==> src/sv/lprd_pkg.sv <==
// ============================================================================
// lprd_pkg
// Shared widths and result codes for the length-prefixed record deframer.
// ============================================================================
package lprd_pkg;

    // Field widths of the byte stream and of the captured length headers.
    localparam int BYTE_W    = 8;
    localparam int KIND_W    = 2;
    localparam int NAMELEN_W = 16;
    localparam int LEN32_W   = 32;
    localparam int HDRCNT_W  = 2;

    // Result kind codes.
    localparam logic [KIND_W-1:0] KIND_NAME    = 2'd0;
    localparam logic [KIND_W-1:0] KIND_PAYLOAD = 2'd1;
    localparam logic [KIND_W-1:0] KIND_END     = 2'd2;

    // Index of the final byte of the two-byte and four-byte length headers.
    localparam logic [HDRCNT_W-1:0] HDR_LAST_2B = 2'd1;
    localparam logic [HDRCNT_W-1:0] HDR_LAST_4B = 2'd3;

endpackage

==> src/sv/length_prefixed_record_deframer.sv <==
// ============================================================================
// length_prefixed_record_deframer
// Splits a byte stream of length-prefixed records into tagged name and
// payload bytes.
// ============================================================================
// Usage:
//   Input channel (i_in_valid / o_in_ready / i_in_byte) carries one raw byte
//   per transfer. Each record is a 4-byte big-endian outer length, a 2-byte
//   big-endian name length, the name bytes, a 4-byte big-endian payload
//   length and the payload bytes. Header bytes produce no output transfer.
//   Output channel (o_out_valid / i_out_ready) carries one tagged byte per
//   name or payload byte, or a single end marker for an empty payload, along
//   with the lengths of the current record.
//   Throughput is one input byte per cycle. A result appears on the output
//   in the cycle after its input byte is accepted, held in a single output
//   register. The frame state advances as each byte is accepted, so the
//   block keeps taking bytes as long as the output register is empty or is
//   being drained in the same cycle.
//   When the receiver stalls with a result held, o_in_ready drops and the
//   held result stays unchanged until taken.
//   Reset returns the parser to the outer length phase with all captured
//   lengths cleared and the output register empty.
// ============================================================================
module length_prefixed_record_deframer (
    input  logic                            i_clk,
    input  logic                            i_rst_n,
    input  logic                            i_in_valid,
    output logic                            o_in_ready,
    input  logic [lprd_pkg::BYTE_W-1:0]     i_in_byte,
    output logic                            o_out_valid,
    input  logic                            i_out_ready,
    output logic [lprd_pkg::KIND_W-1:0]     o_kind,
    output logic [lprd_pkg::BYTE_W-1:0]     o_value,
    output logic                            o_field_last,
    output logic                            o_record_end,
    output logic [lprd_pkg::NAMELEN_W-1:0]  o_name_length,
    output logic [lprd_pkg::LEN32_W-1:0]    o_payload_length,
    output logic [lprd_pkg::LEN32_W-1:0]    o_outer_length
);
    import lprd_pkg::*;

    typedef enum logic [2:0] {
        PH_OUTER   = 3'd0,
        PH_NAMELEN = 3'd1,
        PH_NAME    = 3'd2,
        PH_PAYLEN  = 3'd3,
        PH_PAYLOAD = 3'd4
    } t_phase;

    t_phase                 r_phase, n_phase;
    logic [HDRCNT_W-1:0]    r_hdr_cnt, n_hdr_cnt;
    logic [LEN32_W-1:0]     r_outer_len, n_outer_len;
    logic [NAMELEN_W-1:0]   r_name_len, n_name_len;
    logic [LEN32_W-1:0]     r_pay_len, n_pay_len;
    logic [LEN32_W-1:0]     r_remain, n_remain;

    logic                   n_emit;
    logic [KIND_W-1:0]      n_kind;
    logic [BYTE_W-1:0]      n_value;
    logic                   n_last;
    logic                   n_rend;
    logic [LEN32_W-1:0]     dec_remain;

    logic                   r_out_valid;
    logic [KIND_W-1:0]      r_kind;
    logic [BYTE_W-1:0]      r_value;
    logic                   r_last;
    logic                   r_rend;
    logic [NAMELEN_W-1:0]   r_o_name_len;
    logic [LEN32_W-1:0]     r_o_pay_len;
    logic [LEN32_W-1:0]     r_o_outer_len;

    logic                   in_xfer;

    // The output register frees up when empty or drained this cycle.
    assign o_in_ready = !r_out_valid || i_out_ready;
    assign in_xfer    = i_in_valid && o_in_ready;

    // Saturating countdown of the bytes left in the current field.
    assign dec_remain = (r_remain != '0) ? (r_remain - LEN32_W'(1)) : r_remain;

    // Frame parser: next state and the result for the byte on the input.
    always_comb begin
        n_phase     = r_phase;
        n_hdr_cnt   = r_hdr_cnt;
        n_outer_len = r_outer_len;
        n_name_len  = r_name_len;
        n_pay_len   = r_pay_len;
        n_remain    = r_remain;
        n_emit      = 1'b0;
        n_kind      = KIND_NAME;
        n_value     = i_in_byte;
        n_last      = 1'b0;
        n_rend      = 1'b0;
        case (r_phase)
            PH_NAMELEN: begin
                n_name_len = {r_name_len[NAMELEN_W-BYTE_W-1:0], i_in_byte};
                if (r_hdr_cnt >= HDR_LAST_2B) begin
                    n_hdr_cnt = '0;
                    if (n_name_len == '0) begin
                        n_phase = PH_PAYLEN;
                    end else begin
                        n_remain = LEN32_W'(n_name_len);
                        n_phase  = PH_NAME;
                    end
                end else begin
                    n_hdr_cnt = r_hdr_cnt + HDRCNT_W'(1);
                end
            end
            PH_NAME: begin
                n_remain = dec_remain;
                n_emit   = 1'b1;
                n_kind   = KIND_NAME;
                n_last   = (dec_remain == '0);
                if (n_last) begin
                    n_phase = PH_PAYLEN;
                end
            end
            PH_PAYLEN: begin
                n_pay_len = {r_pay_len[LEN32_W-BYTE_W-1:0], i_in_byte};
                if (r_hdr_cnt >= HDR_LAST_4B) begin
                    n_hdr_cnt = '0;
                    if (n_pay_len == '0) begin
                        // Empty payload closes the record with an end marker.
                        n_emit  = 1'b1;
                        n_kind  = KIND_END;
                        n_value = '0;
                        n_rend  = 1'b1;
                        n_phase = PH_OUTER;
                    end else begin
                        n_remain = n_pay_len;
                        n_phase  = PH_PAYLOAD;
                    end
                end else begin
                    n_hdr_cnt = r_hdr_cnt + HDRCNT_W'(1);
                end
            end
            PH_PAYLOAD: begin
                n_remain = dec_remain;
                n_emit   = 1'b1;
                n_kind   = KIND_PAYLOAD;
                n_last   = (dec_remain == '0);
                n_rend   = n_last;
                if (n_last) begin
                    n_phase = PH_OUTER;
                end
            end
            default: begin
                // Outer length; unused phase codes land here as well.
                if (r_hdr_cnt == '0) begin
                    n_name_len  = '0;
                    n_pay_len   = '0;
                    n_outer_len = LEN32_W'(i_in_byte);
                end else begin
                    n_outer_len = {r_outer_len[LEN32_W-BYTE_W-1:0], i_in_byte};
                end
                if (r_hdr_cnt >= HDR_LAST_4B) begin
                    n_hdr_cnt = '0;
                    n_phase   = PH_NAMELEN;
                end else begin
                    n_hdr_cnt = r_hdr_cnt + HDRCNT_W'(1);
                    n_phase   = PH_OUTER;
                end
            end
        endcase
    end

    // Parser state advances on each accepted input transfer.
    always_ff @(posedge i_clk) begin
        if (!i_rst_n) begin
            r_phase     <= PH_OUTER;
            r_hdr_cnt   <= '0;
            r_outer_len <= '0;
            r_name_len  <= '0;
            r_pay_len   <= '0;
            r_remain    <= '0;
        end else if (in_xfer) begin
            r_phase     <= n_phase;
            r_hdr_cnt   <= n_hdr_cnt;
            r_outer_len <= n_outer_len;
            r_name_len  <= n_name_len;
            r_pay_len   <= n_pay_len;
            r_remain    <= n_remain;
        end
    end

    // Output register valid flag.
    always_ff @(posedge i_clk) begin
        if (!i_rst_n) begin
            r_out_valid <= 1'b0;
        end else if (in_xfer && n_emit) begin
            r_out_valid <= 1'b1;
        end else if (i_out_ready) begin
            r_out_valid <= 1'b0;
        end
    end

    // Output register payload.
    always_ff @(posedge i_clk) begin
        if (in_xfer && n_emit) begin
            r_kind        <= n_kind;
            r_value       <= n_value;
            r_last        <= n_last;
            r_rend        <= n_rend;
            r_o_name_len  <= n_name_len;
            r_o_pay_len   <= n_pay_len;
            r_o_outer_len <= n_outer_len;
        end
    end

    assign o_out_valid      = r_out_valid;
    assign o_kind           = r_kind;
    assign o_value          = r_value;
    assign o_field_last     = r_last;
    assign o_record_end     = r_rend;
    assign o_name_length    = r_o_name_len;
    assign o_payload_length = r_o_pay_len;
    assign o_outer_length   = r_o_outer_len;

endmodule

==> config.mk <==
export PLATFORM = sky130hd
export DESIGN_NAME = length_prefixed_record_deframer
export DESIGN_NICKNAME = d
export VERILOG_FILES = /design/src/sv/lprd_pkg.sv /design/src/sv/length_prefixed_record_deframer.sv
export SDC_FILE = /design/constraint.sdc
export NUM_CORES = 1
export LEC_CHECK = 0
export ABC_CLOCK_PERIOD_IN_PS = 8500
export BUFFER_PORTS_ARGS = -buffer_cell sky130_fd_sc_hd__buf_2
export CAP_MARGIN = 5
export CORE_ASPECT_RATIO = 0.75
export CORE_MARGIN = 2
export CORE_UTILIZATION = 41
export DETAILED_ROUTE_END_ITERATION = 10
export SLEW_MARGIN = 20
export SYNTH_ARGS = -nofsm -noshare
export SYNTH_HDL_FRONTEND = slang
export SYNTH_SLANG_ARGS = --single-unit
==> constraint.sdc <==
create_clock -name i_clk -period 8.5 [get_ports i_clk]
set_input_delay 2.55 -clock i_clk [delete_from_list [all_inputs] [get_ports i_clk]]
set_output_delay 2.55 -clock i_clk [all_outputs]
set_load 0.005 [all_outputs]
## Word level (Yosys, flattened, before mapping)

Index checks and enable logic that the tools add are counted.

- Add/subtract/negate cells: 2
- $lt $le $gt $ge: 2
- Equal/unequal tests: 10
- Multiplexer cells: 35
- Bitwise gates (word level): 1
- Reduce and logical (&&, ||, !) cells: 18

Operator list:

| kind | number |
|---|---|
| 32-bit 2-to-1 mux | 8 |
| 32-bit case mux with 3 select lines | 1 |
| 32-bit logical NOT | 2 |
| 32-bit case mux with 2 select lines | 1 |
| 16-bit case mux with 2 select lines | 1 |
| 32-bit nonzero test | 1 |
| 32-bit by 1-bit subtractor with 32-bit output (second input constant) | 1 |
| 8-bit 2-to-1 mux | 3 |
| 16-bit logical NOT | 1 |
| 16-bit 2-to-1 mux | 1 |
| 3-bit 2-to-1 mux | 5 |
| 2-bit != test (second input constant) | 6 |
| 3-bit case mux with 4 select lines | 1 |
| 2-bit 2-to-1 mux | 4 |
| 2-bit case mux with 2 select lines | 2 |
| 3-bit by 2-bit == test with 1-bit output (second input constant) | 2 |
| 1-bit 2-to-1 mux | 6 |
| 6-bit AND reduction | 1 |
| 3-bit OR reduction | 2 |
| 5-bit AND reduction | 1 |
| 1-bit case mux with 2 select lines | 2 |
| 4-bit OR reduction | 1 |
| 3-bit by 1-bit == test with 1-bit output (second input constant) | 1 |
| 3-bit == test (second input constant) | 1 |
| other kinds (12) | 13 |

- Register bits after elaboration: 210
- Output and inout bits: 94

## Longest topological paths before layout

- Depth after elaboration: 6
- Depth in mapped cells: 12
- Depth with buffers taken out: 10

## Worst setup path before layout

Ideal clock, no wire load.

- Path type: input-to-reg
- Start point: input port i_in_byte[6] in the netlist's numbering
- End point: register r_last (netlist: o_field_last), enable pin
- Setup time: 0.445 ns
- Arrival: 5.340 ns
- Required time: 8.055 ns
- Path slack: 2.715 ns
- Stages on the path: 7
- Cells stage by stage: nor4_1 -> nand2_1 -> nor4_1 -> nand2_1 -> inv_1 -> o21ai_0 -> inv_1

- Longest elaborated chain between the ends: 5

Ends and longest elaborated chain:

| item | line | RTL |
|---|---|---|
| from (decl) | length_prefixed_record_deframer.sv:29 | `input logic [lprd_pkg::BYTE_W-1:0] i_in_byte,` |
| 32-bit logical NOT | length_prefixed_record_deframer.sv:123 | `if (n_pay_len == '0) begin` |
| 1-bit 2-to-1 mux | length_prefixed_record_deframer.sv:123 |  |
| 1-bit 2-to-1 mux | length_prefixed_record_deframer.sv:121 | `if (r_hdr_cnt >= HDR_LAST_4B) begin` |
| 1-bit case mux with 2 select lines | length_prefixed_record_deframer.sv:95 | `case (r_phase)` |
| 1-bit logical AND | length_prefixed_record_deframer.sv:200 | `if (in_xfer && n_emit) begin` |
| to (signal assigned) | length_prefixed_record_deframer.sv:203 | `r_last <= n_last;` |
| to (decl) | length_prefixed_record_deframer.sv:67 | `logic r_last;` |

Every way passes these cells.
A chain may end at the register's enable or synchronous reset.

## Worst setup path in the final report

- Start point: input port i_out_ready
- End point: output port o_in_ready

- Longest elaborated chain between the ends: 1

Ends and longest elaborated chain:

| item | line | RTL |
|---|---|---|
| from (decl) | length_prefixed_record_deframer.sv:31 | `input logic i_out_ready,` |
| 1-bit logical OR | length_prefixed_record_deframer.sv:76 | `assign o_in_ready = !r_out_valid \|\| i_out_ready;` |
| to (decl) | length_prefixed_record_deframer.sv:28 | `output logic o_in_ready,` |

Every way passes these cells.

==> flow_summary.json <==
{
  "placed_area_um2": 10200,
  "cts_made_buffers": 22,
  "clockBufferDepth": 3,
  "core_area_um2": 22900,
  "final_cell_mix": "nand2_1 (224), dfxtp_1 (118), a21oi_1 (114), buf_2 (105), edfxtp_1 (92)",
  "cp-start-kind": "primary input",
  "htree_levels": 1,
  "hp-class": "flop to flop",
  "fillCellCount": 2158,
  "critical_path.max_fanout": 4,
  "drt-pass1-iter-count": 6,
  "power_density_nw_per_um2": 395,
  "netlist_instances": 1049,
  "cts.sinks": 210,
  "vias_per_cell": 5.72,
  "areaGrowthSynthToFinish_pct": 14.9,
  "syn_nets": 1065,
  "fp.dieArea_um2": 24600,
  "cts_resized": 0,
  "worstPathRequired_ns": 5.95,
  "rsz0062_at_grt": "no",
  "diodes": 0,
  "async_flop_share_pct": 0,
  "final_area_um2": 11000,
  "max_slew.worst_pin.slew_ns": 0.985,
  "synth_top_family_by_area": "simple AND/OR/NAND/NOR gates",
  "finalMaxSlewViolations": 0,
  "wl_um": 27000,
  "synthSimpleGateAreaFrac_pct": 21.1,
  "place.gp.congestion": 0.871,
  "leakage_nw": 4.01,
  "syn_area_um2": 9550,
  "drt_iter0_markers": 1024,
  "die_y_um": 136,
  "post-cts-setup-buffers": 0,
  "num_rows": 48,
  "grt_overflow": 0,
  "drc": 0,
  "regArea_um2": 5120,
  "ant_nets": 0,
  "insertion_delay_ns": 0.51,
  "worstSetupPathType": "primary input to primary output",
  "grt_max_degree": 83,
  "cts_tree": "yes",
  "layout-drive-gt1-share_pct": 15.4,
  "setup.reg_to_reg.worst_slack_ns": 4.62,
  "synthDistinctLibCells": 70,
  "fin_setup_tns_ns": 0,
  "status": "finished clean",
  "num_vias": 8144,
  "finalHoldViolCount": 0,
  "synthAdderAreaFrac_pct": 0.524,
  "initial_core_util_pct": 41.6,
  "dp_hpwl_um": 17800,
  "synth-compound-area-share_pct": 19.0,
  "synth_warnings": 0,
  "clk_pin_slew_ns": 0.06,
  "slew_headroom_pct": 33.9,
  "ios": 106,
  "nets": 1123,
  "yosysSeqAreaShare_pct": 53.6,
  "finalCriticalPeriod_ns": 5.52,
  "fin_crit_sh_pct": 64.9,
  "vdd_drop_max_mv": 0.228,
  "grt_antenna_before_repair": 0,
  "grt_pass1_wl_um": 42100,
  "wl_per_cell_um": 19.0,
  "ys.flop_type": "dfxtp_1",
  "cts-root-buf": "clkbuf_16",
  "multi_input_area_um2": 4060,
  "grt_pass1_vias": 7121,
  "synth_mux_area_share_pct": 0.314,
  "die_w_um": 180,
  "maxCapViolations": 0,
  "setup_viol": 0,
  "numPortBuffers": 105,
  "worstPathArrival_ns": 2.97,
  "worstSetupEndpointType": "primary output",
  "synth_edf_count": 92,
  "cts_hold_buffers": 0,
  "yosys_register_bits": 210,
  "syn_avg_cell_area_um2": 9.11,
  "synth_xor_area_share_pct": 1.28,
  "finalClockSkew_ns": 0.0141,
  "gr-usage-all-layers_pct": 21.5,
  "max_freq_mhz": 181,
  "layout_commonest_cell": "nand2_1"
}
-- registers in the layout, summed over array words and instances, names as in the netlist, 2 cells and up --
register and count:
r_pay_len 32, o_name_length 16, o_payload_length 32, r_phase 3
o_outer_length 32, o_value 8, o_kind 2, r_name_len 16
r_outer_len 32, r_hdr_cnt 2, r_remain 32
-- synthesized netlist by cell type, drive strengths merged (3+ instances only) --
cell | n | area [um2]
nand2 | 225 | 845
dfxtp | 118 | 2360
a21oi | 116 | 584
edfxtp | 92 | 2760
clkbuf | 71 | 268
o21ai | 70 | 354
nor2 | 65 | 244
a22o | 48 | 420
nor3 | 29 | 161
nand2b | 28 | 175
nor4 | 22 | 163
inv | 18 | 67.6
nand3 | 14 | 70.1
buf | 12 | 58.8
nand4 | 7 | 56.3
or3 | 7 | 43.8
xnor2 | 7 | 61.3
xor2 | 7 | 61.3
o211ai | 6 | 45.0
a22oi | 5 | 37.5
a31oi | 5 | 31.3
o31ai | 5 | 37.5
or4 | 5 | 45.0
a221oi | 4 | 35.0
a222oi | 4 | 40.0
and4 | 4 | 35.0
ha | 4 | 50.1
o21a | 4 | 30.0
and2 | 3 | 18.8
and3 | 3 | 18.8
mux2i | 3 | 30.0
nand3b | 3 | 22.5
o2111ai | 3 | 26.3
o22ai | 3 | 18.8
-- through the flow --
| step | hold slack [ns] | power, mW | cells | setup WS [ns] | utilization [%] |
|---|---|---|---|---|---|
| floorplan | 0.436 | 2.80 | 1049 | 2.71 | - |
| global placement | 0.442 | 3.32 | 1383 | 2.71 | 44.7 |
| detailed placement | 0.447 | 3.32 | 1383 | 2.70 | 44.7 |
| CTS | 0.455 | 4.30 | 1423 | 2.98 | 47.8 |
| global route | 0.471 | 4.59 | 1423 | 2.97 | 47.8 |
| finish | 0.452 | 4.33 | 1423 | 2.98 | 47.8 |
-- power by group --
| group | switching, mW | total [mW] | internal (mW) |
|---|---|---|---|
| combinational | 1.42 | 2.12 | 0.699 |
| clock | 0.400 | 0.981 | 0.580 |
| sequential | 0.0815 | 1.23 | 1.15 |
-- critical path, cell delays in order --
cell      delay, ns
buf_2          0.09
nand2b_1       0.18
buf_2          0.15
-- final timing paths --
| path | startpoint | end | depth (start not counted) |
|---|---|---|---|
| worst min register to register | r_name_len[10]$_SDFFE_PN0P_ | r_name_len[10]$_SDFFE_PN0P_ | 2 |
| worst max-delay path | i_out_ready | o_in_ready | 3 |
| worst max register to register | r_remain[0]$_SDFFE_PN0P_ | o_record_end$_DFFE_PP_ | 10 |
| worst min-delay path | r_name_len[10]$_SDFFE_PN0P_ | r_name_len[10]$_SDFFE_PN0P_ | 2 |
-- area by class of cell --
class,count,area share [%]
sequential,210,46.7
multi-input combinational,737,37.0
timing repair buffer,117,5.61
clock buffer,30,5.38
tap,300,3.42
clock inverter,10,1.25
inverter,19,0.661
-- cells by family (layout without fill, tap and decap cells) --
logic type / after synthesis / after routing
DFF: 210 / 210
adders and majority gates: 4 / 4
AOI/OAI and AO/OA: 290 / 290
and+or+nand+nor: 426 / 426
buffers and inverters: 102 / 176
xor gates and xnor gates: 14 / 14
muxes: 3 / 3
-- layer usage --
metal	global-route usage, %	routed length, um
met1	35.3	13600
met2	28.4	10700
met3	4.53	2370
met4	3.76	342
met5	0	0
(Power assumes the default switching activity.)
